[src/design/assert_macros.svh]
// Assertion helpers shared by the design modules.
`ifndef ASSERT_MACROS_SVH
`define ASSERT_MACROS_SVH

// Check a property on every clock edge outside reset.
`define ASSERT_CLK(label, clk, rst_n, prop, msg) \
  label: assert property (@(posedge clk) disable iff (!rst_n) (prop)) else $error(msg);

// Check that an antecedent implies a consequent on the same edge.
`define ASSERT_IMPL(label, clk, rst_n, ante, cons, msg) \
  label: assert property (@(posedge clk) disable iff (!rst_n) (ante) |-> (cons)) \
    else $error(msg);

// Check that an antecedent is followed by a consequent on the next edge.
`define ASSERT_NEXT(label, clk, rst_n, ante, cons, msg) \
  label: assert property (@(posedge clk) disable iff (!rst_n) (ante) |=> (cons)) \
    else $error(msg);

`endif

[src/design/ship_pkg.sv]
`default_nettype none
package ship_pkg;
  localparam int unsigned NumSetsDef = 2048;
  localparam int unsigned NumWaysDef = 16;
  localparam int unsigned TableEntriesDef = 8192;

  localparam int unsigned SigW = 6;
  localparam int unsigned PcW = 22;
  localparam int unsigned AddrW = 64;
  localparam int unsigned RrpvW = 2;
  localparam logic [RrpvW-1:0] RrpvMax = 2'd3;
  localparam logic [RrpvW-1:0] RrpvMid = 2'd2;
  localparam logic [RrpvW-1:0] RrpvNear = 2'd0;
  localparam logic [6:0] SetHashMask = 7'h7F;

  localparam logic FuncVictim = 1'b0;
  localparam logic FuncUpdate = 1'b1;

  // Commands from the controller to the datapath.
  typedef struct packed {
    logic latch;      // capture the input beat
    logic clear;      // write reset values at the sweep index
    logic rd_row;     // read set rows and tables
    logic rd_old;     // read the reuse counter of the old signature
    logic wr_victim;  // write aged row unless a way is at max, load the result
    logic wr_update;  // write the update results
  } ship_cmd_t;

  // Status from the datapath to the controller.
  typedef struct packed {
    logic is_update;
    logic way_ok;
    logic clear_done;
  } ship_sts_t;

  // Folded pc signature.
  function automatic logic [SigW-1:0] hash_pc(input logic [PcW-1:0] pc);
    logic [PcW-1:0] h;
    h = pc ^ (pc >> 8) ^ (pc >> 16);
    return h[SigW-1:0];
  endfunction
endpackage
`default_nettype wire

[src/design/ship_ctrl.sv]
`default_nettype none
`include "assert_macros.svh"
module ship_ctrl
  import ship_pkg::*;
(
  input  wire logic      clk_i,
  input  wire logic      rst_ni,
  input  wire logic      in_fire_i,
  input  wire logic      out_busy_i,
  input  ship_sts_t      sts_i,
  output ship_cmd_t      cmd_o,
  output logic           in_ready_o
);
  localparam logic [2:0] StClear  = 3'd0;
  localparam logic [2:0] StIdle   = 3'd1;
  localparam logic [2:0] StRead   = 3'd2;
  localparam logic [2:0] StOld    = 3'd3;
  localparam logic [2:0] StVictim = 3'd4;
  localparam logic [2:0] StUpdate = 3'd5;

  logic [2:0] state_q, state_d;

  // Next state and commands.
  always_comb begin
    state_d = state_q;
    cmd_o = '0;
    in_ready_o = 1'b0;
    unique case (state_q)
      StClear: begin
        cmd_o.clear = 1'b1;
        if (sts_i.clear_done) state_d = StIdle;
      end
      StIdle: begin
        in_ready_o = 1'b1;
        cmd_o.latch = in_fire_i;
        if (in_fire_i) state_d = StRead;
      end
      StRead: begin
        cmd_o.rd_row = 1'b1;
        if (!sts_i.is_update) state_d = StVictim;
        else if (!sts_i.way_ok) state_d = StIdle;
        else state_d = StOld;
      end
      StOld: begin
        cmd_o.rd_old = 1'b1;
        state_d = StUpdate;
      end
      StVictim: begin
        // Wait here while the previous result is still not taken.
        if (!out_busy_i) begin
          cmd_o.wr_victim = 1'b1;
          state_d = StIdle;
        end
      end
      StUpdate: begin
        cmd_o.wr_update = 1'b1;
        state_d = StIdle;
      end
      default: state_d = StIdle;
    endcase
  end

  always_ff @(posedge clk_i or negedge rst_ni) begin
    if (!rst_ni) begin
      state_q <= StClear;
    end else begin
      state_q <= state_d;
    end
  end

  `ASSERT_IMPL(a_accept_idle, clk_i, rst_ni, in_fire_i, state_q == StIdle, "accept outside idle")
  `ASSERT_CLK(a_one_write, clk_i, rst_ni, !(cmd_o.wr_victim && cmd_o.wr_update), "two writes")
  `ASSERT_NEXT(a_old_next, clk_i, rst_ni, state_q == StOld, state_q == StUpdate, "old not updated")
endmodule
`default_nettype wire

[config.mk]
export PLATFORM = sky130hd
export DESIGN_NAME = ship_ctrl
export DESIGN_NICKNAME = d
export VERILOG_FILES = /design/src/design/ship_pkg.sv /design/src/design/ship_ctrl.sv
export VERILOG_INCLUDE_DIRS = /design/src /design/src/design
export SDC_FILE = /design/constraint.sdc
export NUM_CORES = 1
export LEC_CHECK = 0
export BUFFER_PORTS_ARGS = -buffer_cell sky130_fd_sc_hd__buf_2
export CORE_AREA = 4 4 41 43
export CTS_BUF_LIST = sky130_fd_sc_hd__clkbuf_4
export CTS_CLUSTER_SIZE = 40
export DETAILED_ROUTE_END_ITERATION = 16
export DIE_AREA = 0 0 45 47
export HOLD_SLACK_MARGIN = 0.15
export SYNTH_ARGS = -nofsm -noshare
export SYNTH_HDL_FRONTEND = slang
export SYNTH_SLANG_ARGS = --single-unit
[constraint.sdc]
create_clock -name clk_i -period 3.4 [get_ports clk_i]
set_clock_uncertainty 0.15 [all_clocks]
set_input_delay 0.17 -clock clk_i [delete_from_list [all_inputs] [get_ports clk_i]]
set_output_delay 0.17 -clock clk_i [all_outputs]
set_load 0.05 [all_outputs]
After elaboration in Yosys (flattened, before gate mapping)

Index checks and enable logic that the tools add are counted.

Word-level logic and storage cells: 25
Bits in registers: 3
Bits of input ports: 7
Output and inout port bits: 7

Reductions and logical operators: 2
Multiplexer cells: 14
Equality and inequality tests: 8

Operator list:

| kind                                                                   | number |
|---|---|
| 3-bit one-hot mux with 5 select lines                                  | 1 |
| 3-bit two-way mux                                                      | 4 |
| 1-bit two-way mux                                                      | 8 |
| 3-bit by 2-bit equality test with 1-bit output (second input constant) | 2 |
| 3-bit equality test (second input constant)                            | 2 |
| 2-bit inequality test (second input constant)                          | 3 |
| 3-bit by 1-bit equality test with 1-bit output (second input constant) | 1 |
| 3-bit zero test                                                        | 1 |
| 3-bit AND reduction                                                    | 1 |
| 2-bit two-way mux                                                      | 1 |

Depth between registers and ports, before layout

Depth in word-level cells: 3
Gate-level depth with buffers: 4
Gate-level depth less buffers: 3

Worst setup path after synthesis

No wires, ideal clock.

Path type: reg2out
Start point: reg state_q[1]
End point: out cmd_o[1] in the netlist's numbering
Setup slack: 900 ps
Arrival time: 2180 ps
Path buffers: 1
Stages on the path, launching flop included: 3
Required time: 3080 ps
Cells stage by stage: dfrtp_1 clkbuf_8 nor4b_1

RTL lines:

| what                   | line            | RTL |
|---|---|---|
| from (decl)            | ship_ctrl.sv:21 | `logic [2:0] state_q, state_d;` |
| from (signal assigned) | ship_ctrl.sv:65 | `state_q <= StClear;` |
| from (signal assigned) | ship_ctrl.sv:67 | `state_q <= state_d;` |
| to (decl)              | ship_ctrl.sv:11 | `output ship_cmd_t cmd_o,` |

Worst setup path after layout

Start point: in in_fire_i
End point: reg state_q[0]

Cells in the longest elaborated chain, start to end: 2

RTL lines:

| what                                   | line           | RTL |
|---|---|---|
| from (decl)                            | ship_ctrl.sv:8 | `input wire logic in_fire_i,` |
| 2-bit inequality test (no source line) | -              |  |
| 3-bit AND reduction (no source line)   | -              |  |

No other way between the ends.
A chain may end at the register's enable or synchronous reset.

==> results.toml <==
[outcome]
outcome = "finished clean"

[route]
post_detailed_route_drc_marker_count = 0
routed_wirelength_um = 584
num_vias = 254
detail-route-antenna-nets = 0
routed_wire_length_per_instance_um = 9.42
detail_route.vias_per_cell = 4.10
detailedRoute.firstIterationViolations = 0
dr.pass1.iters = 1

[cells_and_area]
areaGrowthSynthToFinish_pct = 56.4
largest_register_ffs = 3
regMostFlops = "state_q"
layout_common_cells = "13 x buf_2, 6 x dlygate4sd3_1, 4 x nor3_1, 4 x clkbuf_4"
layout.filler_cells = 157
post_route_cells_drive_above_1_share_pct = 42.6
utilization_after_layout_pct = 29.3
reg_top3 = "state_q x3"
layout.cells.most_common = "buf_2"
fin_nets = 55
antenna_cells_inserted = 0

[yosys]
synth_area_sq_um = 244
synth_sequential_area_ratio_pct = 30.8
async_flop_share_pct = 100
ys_seq_elements = 3
post_synth_num_cell_types = 19
synthFlopType = "dfrtp_1"
edff_count_synth = 0
synthesis.area_per_instance_sq_um = 9.04
yosys_warnings = 0
postSynthNetCount = 34
netlist_instances = 27

[timing]
finalCriticalPeriod_ns = 2.29
maxSlewViolCount = 0
setup_violations = 0
final_min_period_over_clock_period_pct = 67.4
timing_hold_violations_final = 0
worst_pin_slew_ns = 0.349
slew_headroom_pct = 76.7
fin_tns_setup_ns = 0
f_max_ghz = 0.436
setup_repair_after_global_routing_missed_its_margin = "no"

[grt]
number_of_global_route_vias_before_repair = 272
number_of_antenna_violations_at_the_first_check_in_global_routing = 0
grt_first_pass_wirelength_um = 1070
grt_start_max_net_pins = 11
grt_usage_pct = 7.84
grt_remaining_overflow = 0

[floorplanning]
initial_core_util_pct = 18.8
chipHeight_um = 47
die_area_sq_um = 2120
top_level_port_count = 14
fp.dieW_um = 45
core_area_sq_um = 1300
rows = 13

[cts]
clock_sink_count = 3
cts_buffer_depth = 2
cts-htree-levels = 1
path_clk_slew_ns = 0.04
tritoncts = "built"
cts_buffers = 3
clk_latency_ns = 0.24
clk_root_buffer_cell = "clkbuf_4"

[power]
power_per_cell_area_nw_per_um2 = 1090
swShare_pct = 55.4
power.combinational.fraction_pct = 59.3
power.share.clock_pct = 17.6
switchingPower_mw = 0.231
seq_power_share_pct = 23.1
vdd_drop_max_mv = 0.301
p_leak_nw = 0.184
internal_power_component_mw = 0.185

[setup_path]
critical_path_arrival_ns = 2.32
worst-path-max-fanout = 3
setup.worst_path.class = "primary input to flop"
end_kind = "flop"
cp.required_ns = 3.42
critical_path.startpoint = "in_fire_i"
critical_path.startpoint_type = "primary input"
worst_r2r_start = "state_q[0]"

[placed_design]
gp_routability_congestion = 0.768
port_buffers = 13

[flow_run]
max_cap_viol_count = 0

[worst_hold_path]
hold_class = "primary input to flop"
min_from = "sts_i[2]"
-- power by group through the flow --
stage / clock (mW) / combinational (mW) / sequential (mW)
6_report: 0.0732 / 0.247 / 0.0960
5_1_grt: 0.0818 / 0.262 / 0.105
4_1_cts: 0.0765 / 0.249 / 0.0968
3_5_place_dp: 0 / 0.228 / 0.0971
3_3_place_gp: 0 / 0.227 / 0.0946
2_1_floorplan: 0 / 0.251 / 0.0584
-- what timing repair did --
item / 4_1_cts / 5_1_grt
hold buffers: 6 / 0
setup buffers: 0 / 0
setup endpoints to repair: 0 / 0
hold endpoints to repair: 5 / 0
gates resized for setup: 0 / 0
-- cell families (layout without fill, tap and decap cells) --
family / Yosys count / after routing / share of synthesized area, %
AND/OR/NAND/NOR: 16 / 16 / 42.6
flip-flops: 3 / 3 / 30.8
buffers and inverters: 4 / 24 / 16.4
AO/OA/AOI/OAI: 4 / 4 / 10.3
-- stage by stage --
step / hold WS, ns / worst slack, ns / cells / total power, mW / instance area, sq um
6_report: 0.180 / 1.11 / 62 / 0.416 / 382
3_5_place_dp: -0.182 / 1.95 / 52 / 0.325 / 292
5_1_grt: 0.201 / 1.00 / 62 / 0.449 / 382
3_3_place_gp: -0.182 / 1.95 / 52 / 0.321 / 292
2_1_floorplan: -0.276 / 0.900 / 27 / 0.309 / 244
4_1_cts: 0.161 / 1.12 / 62 / 0.422 / 382
-- metal layers --
layer  share of wire, %  routed length (um)  up-vias  global-route usage, %
li1                   -                   -      133                      -
met1                 43                 251      106                   8.70
met2                 46                 270       12                   10.5
met3                5.8                  34        3                   1.15
met4                4.8                  28        0                   12.3
met5                  0                   0        -                      0
-- worst max-delay path, cell delays in order --
cell	delay (ns)
dlygate4sd3_1	0.52
buf_2	0.13
nand2_4	0.06
o21ai_0	0.08
dlygate4sd3_1	0.57
a211oi_1	0.21
dlygate4sd3_1	0.57
-- cell type report --
type	instances	area (sq um)	share of cell area, %
clock buffers	4	30.0	7.87
inverters	1	3.75	0.984
multi-input cells	20	129	33.8
flip-flops and latches	3	75.1	19.7
well taps	15	18.8	4.92
repair buffers	19	125	32.8
-- synthesized netlist by cell type, types with 2 or more instances --
cell / number / share of area (%)
nor2_1: 3 / 4.6
dfrtp_1: 3 / 31
buf_6: 2 / 9.2
nor3_1: 4 / 8.2
-- worst paths after layout --
path,end,slack (ns),depth (start not counted)
worst max-delay path,state_q[0],1.11,7
worst min-delay path,state_q[2],0.18,3
worst max register to register,state_q[0],1.16,4
worst min register to register,state_q[1],0.45,1
max in group asynchronous,state_q[0],2.32,3
min in group asynchronous,state_q[2],0.64,3
Power figures use the tool's default switching activity.
